`config.mk`:
```
export PLATFORM = sky130hd
export DESIGN_NAME = vector_clock_merge_table_core
export DESIGN_NICKNAME = d
export VERILOG_FILES = /design/src/vcm_pkg.sv /design/src/vcm_datapath.sv /design/src/vcm_ctrl.sv /design/src/vector_clock_merge_table_core.sv
export SDC_FILE = /design/constraint.sdc
export NUM_CORES = 2
export LEC_CHECK = 0
export ABC_AREA = 1
export ABC_CLOCK_PERIOD_IN_PS = 9200
export BUFFER_PORTS_ARGS = -buffer_cell sky130_fd_sc_hd__buf_4
export CAP_MARGIN = 20
export CELL_PAD_IN_SITES_DETAIL_PLACEMENT = 0
export CELL_PAD_IN_SITES_GLOBAL_PLACEMENT = 2
export CORE_UTILIZATION = 30
export CTS_CLUSTER_SIZE = 28
export DETAILED_ROUTE_END_ITERATION = 12
export GPL_ROUTABILITY_DRIVEN = 0
export PLACE_DENSITY = 0.62
export SYNTH_ARGS = -nofsm -noshare
export SYNTH_HDL_FRONTEND = slang
export SYNTH_SLANG_ARGS = --single-unit
```
`constraint.sdc`:
```
create_clock -name clk_i -period 9.2 [get_ports clk_i]
set_clock_uncertainty 0.15 [all_clocks]
set_input_delay 0.92 -clock clk_i [delete_from_list [all_inputs] [get_ports clk_i]]
set_output_delay 0.92 -clock clk_i [all_outputs]
set_load 0.03 [all_outputs]
```
`src/vcm_pkg.sv`:
```
// Package for the vector clock merge table: widths, mode codes and the
// control/status structs between controller and datapath. No dependencies.
`default_nettype none

package vcm_pkg;

  // Default table geometry
  localparam int unsigned DEPTH_DEF    = 16;
  localparam int unsigned GID_BITS_DEF = 8;

  // Fixed field widths
  localparam int unsigned GID_PORT_W = 8;
  localparam int unsigned TIME_W     = 63;
  localparam int unsigned CMP_W      = 64;

  // Operation codes
  localparam logic [1:0] MODE_MERGE   = 2'd0;
  localparam logic [1:0] MODE_COMPARE = 2'd1;
  localparam logic [1:0] MODE_DUMP    = 2'd2;
  localparam logic [1:0] MODE_CLEAR   = 2'd3;

  // Controller to datapath commands
  typedef struct packed {
    logic latch;  // capture the accepted item
    logic clear;  // empty the table
    logic look;   // parallel id compare in all cells
    logic read;   // read the matched cell's time
    logic exec;   // update table (merge) and emit one result
    logic dump;   // emit the cell at the dump pointer
  } vcm_cmd_t;

  // Datapath to controller status
  typedef struct packed {
    logic empty;      // no valid entries
    logic dump_last;  // dump pointer is on the final entry
  } vcm_stat_t;

endpackage

`default_nettype wire

```
`src/vcm_datapath.sv`:
```
// Datapath of the vector clock merge table: the sorted cell row, lookup,
// insert, compare and the result register. Depends on vcm_pkg.
`default_nettype none

module vcm_datapath import vcm_pkg::*; #(
  parameter int unsigned DEPTH    = DEPTH_DEF,
  parameter int unsigned GID_BITS = GID_BITS_DEF
) (
  input  wire logic                    clk_i,
  input  wire logic                    rst_ni,
  input  wire vcm_cmd_t                cmd_i,
  output vcm_stat_t                    stat_o,
  input  wire logic [1:0]              mode_i,
  input  wire logic [GID_PORT_W-1:0]   unit_gid_i,
  input  wire logic [TIME_W-1:0]       unit_time_i,
  input  wire logic                    other_present_i,
  output logic                         result_valid_o,
  output logic [GID_PORT_W-1:0]        out_gid_o,
  output logic [TIME_W-1:0]            out_time_o,
  output logic                         found_o,
  output logic signed [CMP_W-1:0]      cmp_value_o,
  output logic                         table_full_o,
  output logic                         last_o
);

  localparam int unsigned CW = $clog2(DEPTH + 1);
  localparam int unsigned IW = (DEPTH > 1) ? $clog2(DEPTH) : 1;
  localparam int unsigned PW = (GID_BITS < GID_PORT_W) ? GID_BITS : GID_PORT_W;

  // Cell row (contents undefined until written)
  logic [GID_BITS-1:0] cell_gid_q  [DEPTH];
  logic [TIME_W-1:0]   cell_time_q [DEPTH];
  logic [CW-1:0]       count_q;

  // Latched item
  logic [1:0]          mode_q;
  logic [GID_BITS-1:0] gid_q;
  logic [TIME_W-1:0]   time_q;
  logic                oth_q;

  // Lookup results
  logic                found_q;
  logic [IW-1:0]       idx_q;
  logic [DEPTH-1:0]    ins_q;
  logic [DEPTH-1:0]    shin_q;
  logic [TIME_W-1:0]   rd_time_q;
  logic [IW-1:0]       dptr_q;

  logic [GID_BITS-1:0] gid_in;
  logic [DEPTH-1:0]    valid;
  logic [DEPTH-1:0]    match;
  logic [DEPTH-1:0]    gt;
  logic [DEPTH-1:0]    ins_d;
  logic [DEPTH-1:0]    shin_d;
  logic [IW-1:0]       idx_d;
  logic                full;
  logic [TIME_W-1:0]   max_time;
  logic [CMP_W-1:0]    diff;
  logic [CMP_W-1:0]    cmp_d;
  logic [GID_PORT_W-1:0] gid_out;
  logic [GID_PORT_W-1:0] dump_gid_out;

  // Id width adaptation between the port and the cells
  always_comb begin
    gid_in       = '0;
    gid_out      = '0;
    dump_gid_out = '0;
    for (int b = 0; b < PW; b++) begin
      gid_in[b]       = unit_gid_i[b];
      gid_out[b]      = gid_q[b];
      dump_gid_out[b] = cell_gid_q[dptr_q][b];
    end
  end

  // Per-cell compare against the latched id
  always_comb begin
    idx_d = '0;
    for (int i = 0; i < DEPTH; i++) begin
      valid[i] = CW'(i) < count_q;
      match[i] = valid[i] && (cell_gid_q[i] == gid_q);
      gt[i]    = valid[i] && (cell_gid_q[i] > gid_q);
      ins_d[i] = valid[i] ? gt[i] : (CW'(i) == count_q);
      if (i > 0) begin
        shin_d[i] = gt[i-1];
      end else begin
        shin_d[i] = 1'b0;
      end
      if (match[i]) begin
        idx_d = idx_d | IW'(i);
      end
    end
  end

  assign full     = (count_q == CW'(DEPTH));
  assign max_time = (time_q > rd_time_q) ? time_q : rd_time_q;
  assign diff     = {1'b0, rd_time_q} - {1'b0, time_q};

  // Compare result selection
  always_comb begin
    case ({found_q, oth_q})
      2'b11:   cmp_d = diff;
      2'b10:   cmp_d = CMP_W'(1);
      2'b01:   cmp_d = '1;
      default: cmp_d = '0;
    endcase
  end

  assign stat_o.empty     = (count_q == '0);
  assign stat_o.dump_last = ((CW'(dptr_q) + CW'(1)) == count_q);

  // Item capture, lookup and read registers
  always_ff @(posedge clk_i) begin
    if (cmd_i.latch) begin
      mode_q <= mode_i;
      gid_q  <= gid_in;
      time_q <= unit_time_i;
      oth_q  <= other_present_i;
    end
    if (cmd_i.look) begin
      found_q <= |match;
      idx_q   <= idx_d;
      ins_q   <= ins_d;
      shin_q  <= shin_d;
    end
    if (cmd_i.read) begin
      rd_time_q <= cell_time_q[idx_q];
    end
  end

  // Entry count and dump pointer
  always_ff @(posedge clk_i or negedge rst_ni) begin
    if (!rst_ni) begin
      count_q <= '0;
      dptr_q  <= '0;
    end else begin
      if (cmd_i.clear) begin
        count_q <= '0;
      end else if (cmd_i.exec && mode_q == MODE_MERGE && !found_q && !full) begin
        count_q <= count_q + CW'(1);
      end
      if (cmd_i.latch) begin
        dptr_q <= '0;
      end else if (cmd_i.dump) begin
        dptr_q <= dptr_q + IW'(1);
      end
    end
  end

  // Cell updates: max on hit, shifting insert on miss
  always_ff @(posedge clk_i) begin
    if (cmd_i.exec && mode_q == MODE_MERGE) begin
      if (found_q) begin
        cell_time_q[idx_q] <= max_time;
      end else if (!full) begin
        for (int i = 0; i < DEPTH; i++) begin
          if (ins_q[i]) begin
            if (shin_q[i] && i > 0) begin
              cell_gid_q[i]  <= cell_gid_q[i-1];
              cell_time_q[i] <= cell_time_q[i-1];
            end else begin
              cell_gid_q[i]  <= gid_q;
              cell_time_q[i] <= time_q;
            end
          end
        end
      end
    end
  end

  // Result strobe
  always_ff @(posedge clk_i or negedge rst_ni) begin
    if (!rst_ni) begin
      result_valid_o <= 1'b0;
    end else begin
      result_valid_o <= cmd_i.exec || cmd_i.dump;
    end
  end

  // Result payload
  always_ff @(posedge clk_i) begin
    if (cmd_i.dump) begin
      out_gid_o    <= dump_gid_out;
      out_time_o   <= cell_time_q[dptr_q];
      found_o      <= 1'b1;
      cmp_value_o  <= '0;
      table_full_o <= 1'b0;
      last_o       <= stat_o.dump_last;
    end else if (cmd_i.exec) begin
      out_gid_o <= gid_out;
      found_o   <= found_q;
      last_o    <= 1'b1;
      if (mode_q == MODE_MERGE) begin
        cmp_value_o  <= '0;
        table_full_o <= !found_q && full;
        if (found_q) begin
          out_time_o <= max_time;
        end else if (full) begin
          out_time_o <= '0;
        end else begin
          out_time_o <= time_q;
        end
      end else begin
        cmp_value_o  <= cmp_d;
        table_full_o <= 1'b0;
        out_time_o   <= found_q ? rd_time_q : '0;
      end
    end
  end

endmodule

`default_nettype wire

```
`src/vcm_ctrl.sv`:
```
// Controller of the vector clock merge table: sequences clear, lookup, read,
// execute and dump steps. Depends on vcm_pkg.
`default_nettype none

module vcm_ctrl import vcm_pkg::*; (
  input  wire logic       clk_i,
  input  wire logic       rst_ni,
  input  wire logic       start,
  output logic            busy,
  input  wire logic [1:0] mode_i,
  input  wire vcm_stat_t  stat_i,
  output vcm_cmd_t        cmd_o
);

  typedef enum logic [2:0] {
    S_IDLE,
    S_LOOK,
    S_READ,
    S_EXEC,
    S_DUMP
  } state_e;

  state_e state_q, state_d;
  logic   accept;

  assign busy   = (state_q != S_IDLE);
  assign accept = start && !busy;

  // Next state and command decode
  always_comb begin
    state_d = state_q;
    cmd_o   = '0;
    unique case (state_q)
      S_IDLE: begin
        if (accept) begin
          cmd_o.latch = 1'b1;
          case (mode_i)
            MODE_CLEAR: cmd_o.clear = 1'b1;
            MODE_DUMP:  state_d = stat_i.empty ? S_IDLE : S_DUMP;
            default:    state_d = S_LOOK;
          endcase
        end
      end
      S_LOOK: begin
        cmd_o.look = 1'b1;
        state_d    = S_READ;
      end
      S_READ: begin
        cmd_o.read = 1'b1;
        state_d    = S_EXEC;
      end
      S_EXEC: begin
        cmd_o.exec = 1'b1;
        state_d    = S_IDLE;
      end
      S_DUMP: begin
        cmd_o.dump = 1'b1;
        if (stat_i.dump_last) begin
          state_d = S_IDLE;
        end
      end
      default: state_d = S_IDLE;
    endcase
  end

  // State register
  always_ff @(posedge clk_i or negedge rst_ni) begin
    if (!rst_ni) begin
      state_q <= S_IDLE;
    end else begin
      state_q <= state_d;
    end
  end

endmodule

`default_nettype wire

```
`src/vector_clock_merge_table_core.sv`:
```
// Merge or compare: the item is latched on acceptance, then the lookup, cell read
// and execute steps run in turn and the result strobe is registered from the
// execute step; no new command is taken until these steps are through. Dump of
// N entries: one transfer per cycle, busy until the final entry has been sent.
// Clear, or dump of an empty table: no result, busy stays low.
// Reset (rst_ni low, async) empties the table; cell contents are kept undefined.
// The receiver cannot stall: result_valid_o is high for a single cycle per result.
`default_nettype none

module vector_clock_merge_table_core import vcm_pkg::*; #(
  parameter int unsigned DEPTH    = DEPTH_DEF,
  parameter int unsigned GID_BITS = GID_BITS_DEF
) (
  input  wire logic                  clk_i,
  input  wire logic                  rst_ni,
  input  wire logic                  start,
  output logic                       busy,
  input  wire logic [1:0]            mode_i,
  input  wire logic [GID_PORT_W-1:0] unit_gid_i,
  input  wire logic [TIME_W-1:0]     unit_time_i,
  input  wire logic                  other_present_i,
  output logic                       result_valid_o,
  output logic [GID_PORT_W-1:0]      out_gid_o,
  output logic [TIME_W-1:0]          out_time_o,
  output logic                       found_o,
  output logic signed [CMP_W-1:0]    cmp_value_o,
  output logic                       table_full_o,
  output logic                       last_o
);

  vcm_cmd_t  cmd;
  vcm_stat_t stat;

  // Sequencer
  vcm_ctrl u_ctrl (
    .clk_i  (clk_i),
    .rst_ni (rst_ni),
    .start  (start),
    .busy   (busy),
    .mode_i (mode_i),
    .stat_i (stat),
    .cmd_o  (cmd)
  );

  // Table and result datapath
  vcm_datapath #(
    .DEPTH    (DEPTH),
    .GID_BITS (GID_BITS)
  ) u_datapath (
    .clk_i           (clk_i),
    .rst_ni          (rst_ni),
    .cmd_i           (cmd),
    .stat_o          (stat),
    .mode_i          (mode_i),
    .unit_gid_i      (unit_gid_i),
    .unit_time_i     (unit_time_i),
    .other_present_i (other_present_i),
    .result_valid_o  (result_valid_o),
    .out_gid_o       (out_gid_o),
    .out_time_o      (out_time_o),
    .found_o         (found_o),
    .cmp_value_o     (cmp_value_o),
    .table_full_o    (table_full_o),
    .last_o          (last_o)
  );

endmodule

`default_nettype wire
```
Word-level counts from Yosys, hierarchy flattened
Memories as Yosys holds them, arrays and structs flattened. A register that Yosys moved wholly into a read port is not among the register bits.
Index checks and enable logic that the tools add are counted.
{"block": "totals", "reg_bits": 261, "mem_bits_rw": 1136, "in_bits": 77, "out_inout_bits": 140, "n_memories": 2}
{"name": "u_datapath.cell_time_q", "depth": 16, "word_bits": 63, "rd": 17, "rd_ports_with_merged_regs": 1, "write_ports": 16, "line": "vcm_datapath.sv:32", "rtl": "logic [TIME_W-1:0] cell_time_q [DEPTH];"}
{"name": "u_datapath.cell_gid_q", "depth": 16, "word_bits": 8, "rd": 17, "rd_ports_with_merged_regs": 0, "write_ports": 16, "line": "vcm_datapath.sv:31", "rtl": "logic [GID_BITS-1:0] cell_gid_q [DEPTH];"}
{"block": "op_classes", "add_sub_neg": 4, "n_lt_le_gt_ge": 33, "n_eq_ne": 45, "n_mux": 280, "bitwise": 30, "n_reduce_logical": 54}
{"cell": "63-bit two-way mux", "n": 23}
{"cell": "1-bit two-way mux", "n": 214}
{"cell": "64-bit one-hot mux with 3 select lines", "n": 1}
{"cell": "8-bit two-way mux", "n": 17}
{"cell": "8-bit == test", "n": 16}
{"cell": "8-bit greater-than comparator", "n": 16}
{"cell": "64-bit two-way mux", "n": 1}
{"cell": "63-bit by 63-bit subtractor with 64-bit output", "n": 1}
{"cell": "63-bit greater-than comparator", "n": 1}
{"cell": "63-bit OR reduction", "n": 1}
{"cell": "4-bit by 5-bit == test with 1-bit output, first input constant", "n": 8}
{"cell": "4-bit by 5-bit less-than comparator with 1-bit output, first input constant", "n": 8}
{"cell": "1-bit logical AND", "n": 37}
{"cell": "4-bit two-way mux", "n": 9}
{"cell": "1-bit bitwise OR", "n": 30}
{"cell": "3-bit two-way mux", "n": 7}
{"cell": "3-bit by 5-bit == test with 1-bit output, first input constant", "n": 4}
{"cell": "3-bit by 5-bit less-than comparator with 1-bit output, first input constant", "n": 4}
{"cell": "16-bit OR reduction", "n": 1}
{"cell": "3-bit one-hot mux with 4 select lines", "n": 1}
{"cell": "2-bit by 5-bit == test with 1-bit output, first input constant", "n": 2}
{"cell": "1-bit by 5-bit less-than comparator with 1-bit output, first input constant", "n": 2}
{"cell": "2-bit by 5-bit less-than comparator with 1-bit output, first input constant", "n": 2}
{"cell": "5-bit two-way mux", "n": 2}
{"cell": "other kinds (26)", "n": 38}

Logic depth before layout (Yosys ltp)
An unclocked memory read counts as a cell.
{"block": "logic_depth", "ltp_word": 16, "depth_mapped": 21, "depth_no_buf": 19}

Cells and area by module
A second synthesis with hierarchy kept.
{"block": "unflattened", "cells_unflattened": 11903, "hier_area_um2": 96014.6}
{"module": "vcm_datapath", "instances": 1, "cells_per_inst": 11870, "area_per_inst_um2": 95794.4}
{"module": "vcm_ctrl", "instances": 1, "cells_per_inst": 33, "area_per_inst_um2": 220.2}

Least setup slack after synthesis
No wires, ideal clock.
{"block": "synth_path", "kind": "register -> register", "from": "register u_datapath.mode_q[1]", "to": "memory u_datapath.cell_time_q[0][0] (enable)", "arrival_ns": 5.921, "setup_slack_ns": 2.551, "stages_incl_launch_ff": 8, "path_cell_list": "edfxtp_1 nor2_1 inv_1 clkbuf_1 nor2_1 inv_1 clkbuf_1 o31ai_1"}
{"element": "start: declaration", "line": "vcm_datapath.sv:36", "rtl": "logic [1:0] mode_q;"}
{"element": "start signal: assignment", "line": "vcm_datapath.sv:114", "rtl": "mode_q <= mode_i;"}
{"element": "end: declaration", "line": "vcm_datapath.sv:32"}

==> out/metrics.csv <==
metric,value,unit
Syn Inst Count,11950,
leakage power,0.03918,uW
GRT Overall Usage,33.83,%
setup_tns,0,ns
worst path bufs/invs,4,
top post-synthesis cells by area,"edfxtp_1 44%, a21oi_1 8.6%, o21ai_0 7.1%",
WL met3,53750,um
RSZ-0062 raised after global routing,false,
Fillers,32880,
Synth Warn #,0,
adder-cell share of the synthesized area,2.615,%
"CTS clk-pin slew, worst paths",0.06,ns
Worst Max-Slew Pin Slew,1.276,ns
global-route wire length before repair,755800,um
post-layout utilization of the core,33.62,%
Die Wd,564.9,um
r2r setup slk,3.15,ns
MaxCap Viol Count,0,
initial antenna violation count,23,
Area Overhead vs Synth,11.43,%
simple-gate share of the synthesized area,16.95,%
Syn Area/Cell,7.953,um2
Mapped Area,95040,um2
worst vdd ir,0.0002615,V
DRT Pass-1 Iters,10,
grt ovf,0,
slew margin rel.,14.94,%
initial core utilization,30.17,%
Top Layer Used,met5,
DP HPWL,313800,um
core area,315000,um2
final number of hold-violating endpoints,0,
asr flop ratio synth,0.8904,%
Synth Flop Type,edfxtp_1,
count of cell types in the netlist,58,
"slowest stage cell, crit path",buf_4,
final net count,11780,
via count,96970,
"FF+latch count, synth",1460,
pin count of the biggest net entering global routing,193,
Final Cycle Share,65.79,%
total die area,319100,um2
Iter 0 DRT Violations,14950,
Num CTS Buffers,198,
final worst path period need,6.052,ns
worst hold path type,in -> reg,
met1 WL,235300,um
area of the multi-input gates,43880,um2
f_max,165.2,MHz
kind of cell adding the most delay to the critical path,buffers and inverters,
status,"finished, final reports clean",
"count leader, synth",nand2_1,
Worst Path Max Fanout,24,
Sequential Area,43130,um2
Max Transition Viols Final,0,
ratio of cells with drive above 1 in the final layout,6.865,%
Synthesized Nets,12230,
clock latency on the worst-skew pair,0.92,ns
Power per Cell Area,325.6,nW/um2
CTS Root Cell,clkbuf_16,
CP cell instances,"clkinv_1, ha_1, nand2_1, inv_1, nand2_1, nand2_1, a21oi_1, nand2_1, nand2_1, nand2_1, nand2_4, buf_4, buf_4, nand3_1, nand2_1, o21ai_0",
sequential area share after synthesis,45.37,%
multiplexer area fraction after synthesis,0,%
Port Buffers,216,
vias in the first global route,89500,
vias per cell,6.128,
Post-Synth XOR/XNOR Area,0.1382,%
CP Launch Type,flop,
post-synth top area cell,edfxtp_1,
Detail Route Antenna Nets,0,
CTS Buffer Depth,4,
final setup violation count,0,
Ports,217,
Max stage delay on crit path,0.73,ns
average wire per standard cell,35.12,um
Post-synth EDFFs,1381,
CP Class,reg -> reg,
CP most frequent cell,nand2_1,
total wire length,555700,um
WL met2,243100,um
standard-cell row count,206,
post-synthesis compound-gate area fraction,26.08,%
largest family of logic cells by synthesized area,compound AO/OA/AOI/OAI gates,
CTS Sinks,1460,
Synth top area share,43.63,%
CTS tree,yes,
Worst Path Arrival,6.51,ns
post-CTS resize count,0,
CP Capture Type,flop,
CTS HTree Levels,4,
# DRC,0,
"Req. time, crit path",9.65,ns
synth cell count leaders,"1652 x nand2_1, 1632 x a21oi_1, 1381 x edfxtp_1",
Die H,564.9,um
-- where the power goes --
part           total, uW  switching (uW)  internal [uW]
combinational      16700           12800           3900
sequential         10200             774           9400
clock               7620            3360           4250
total              34500           16900          17600
-- placed cells by master, fill, tap and decap left out, drive strengths merged, types with 5 or more instances in the layout --
cell type / n
nor2: 1290
bufinv: 5
o211ai: 134
diode: 10
nand2: 1657
nand3: 665
nand4: 103
ha: 197
dlygate4sd3: 27
xnor2: 11
nand3b: 10
dfrtp: 13
nor4: 9
o21bai: 10
or2: 8
a211oi: 853
a22o: 16
nor3: 81
o221ai: 9
buf: 432
o22ai: 29
edfxtp: 1381
o21ai: 1364
inv: 967
a21oi: 1635
o31ai: 16
dfxtp: 66
a22oi: 61
clkbuf: 269
o2111ai: 17
clkinv: 81
and2: 52
a31oi: 164
-- sequential cells by signal, indices dropped and copies added (netlist names), 2 cells and up --
signal / cells
u_ctrl.state_q: 3
u_datapath.cell_gid_q: 128
u_datapath.cell_time_q: 1008
u_datapath.cmp_value_o: 64
u_datapath.count_q: 5
u_datapath.dptr_q: 4
u_datapath.gid_out: 8
u_datapath.idx_q: 4
u_datapath.ins_q: 16
u_datapath.mode_q: 2
u_datapath.out_gid_o: 8
u_datapath.out_time_o: 63
u_datapath.rd_time_q: 63
u_datapath.shin_q: 15
u_datapath.time_q: 63
-- metrics by stage --
| stage | std cells | power (uW) | setup slack (ns) | hold slack, ns | cell area (um2) |
|---|---|---|---|---|---|
| after CTS | 15810 | 34130 | 2.992 | 0.0001477 | 105700 |
| after global placement | 15430 | 26390 | 3.104 | 0.2852 | 99410 |
| after detailed placement | 15430 | 26520 | 2.998 | 0.2924 | 99480 |
| after global routing | 15820 | 35750 | 3.156 | 0.04070 | 105900 |
| after floorplan | 11950 | 19640 | 2.551 | 0.2764 | 95040 |
| final | 15820 | 34480 | 3.148 | 0.04955 | 105900 |
-- logic make-up (layout without fill, tap and decap cells) --
| kind of cell | count (synthesis) | count (layout) |
|---|---|---|
| AOI/OAI and AO/OA | 4322 | 4322 |
| xor gates and xnor gates | 15 | 15 |
| adders and majority gates | 198 | 198 |
| buffers and inverters | 2079 | 1783 |
| DFF | 1460 | 1460 |
| other | 0 | 10 |
| and+or+nand+nor | 3876 | 3876 |
-- timing repair --
item,CTS,global route
endpoints found under the setup margin,0,0
hold endpoints to repair,39,0
hold buffers,27,0
buffers inserted,0,0
-- metal layers --
| layer | track usage, % | vias up |
|---|---|---|
| li1 | - | 41550 |
| met5 | 0 | - |
| met4 | 13.04 | 10 |
| met2 | 52.36 | 6106 |
| met3 | 5.845 | 1113 |
| met1 | 46.80 | 48190 |
-- worst paths after layout --
check / startpoint / end / depth (start not counted)
worst min-delay path: unit_time_i[49] / u_datapath.time_q[49] / 1
worst max register to register: u_datapath.time_q[10] / u_datapath.cell_time_q[0][61] / 16
worst max-delay path: u_datapath.time_q[10] / u_datapath.cell_time_q[0][61] / 16
min in group asynchronous: rst_ni / u_datapath.result_valid_o / 2
max in group asynchronous: rst_ni / u_datapath.dptr_q[1] / 2
worst min register to register: u_datapath.cmp_value_o[53] / u_datapath.cmp_value_o[53] / 2
-- area by class of cell --
| class | instances | share of cell area, % |
|---|---|---|
| Antenna cell | 10 | 0.02363 |
| Clock buffer | 266 | 5.151 |
| Clock inverter | 79 | 0.4997 |
| Inverter | 976 | 3.563 |
| Multi-Input combinational cell | 8411 | 41.43 |
| Sequential cell | 1460 | 40.72 |
| Tap cell | 4160 | 4.915 |
| Timing Repair Buffer | 462 | 3.690 |
No activity file was read; power rests on OpenSTA's default activity.
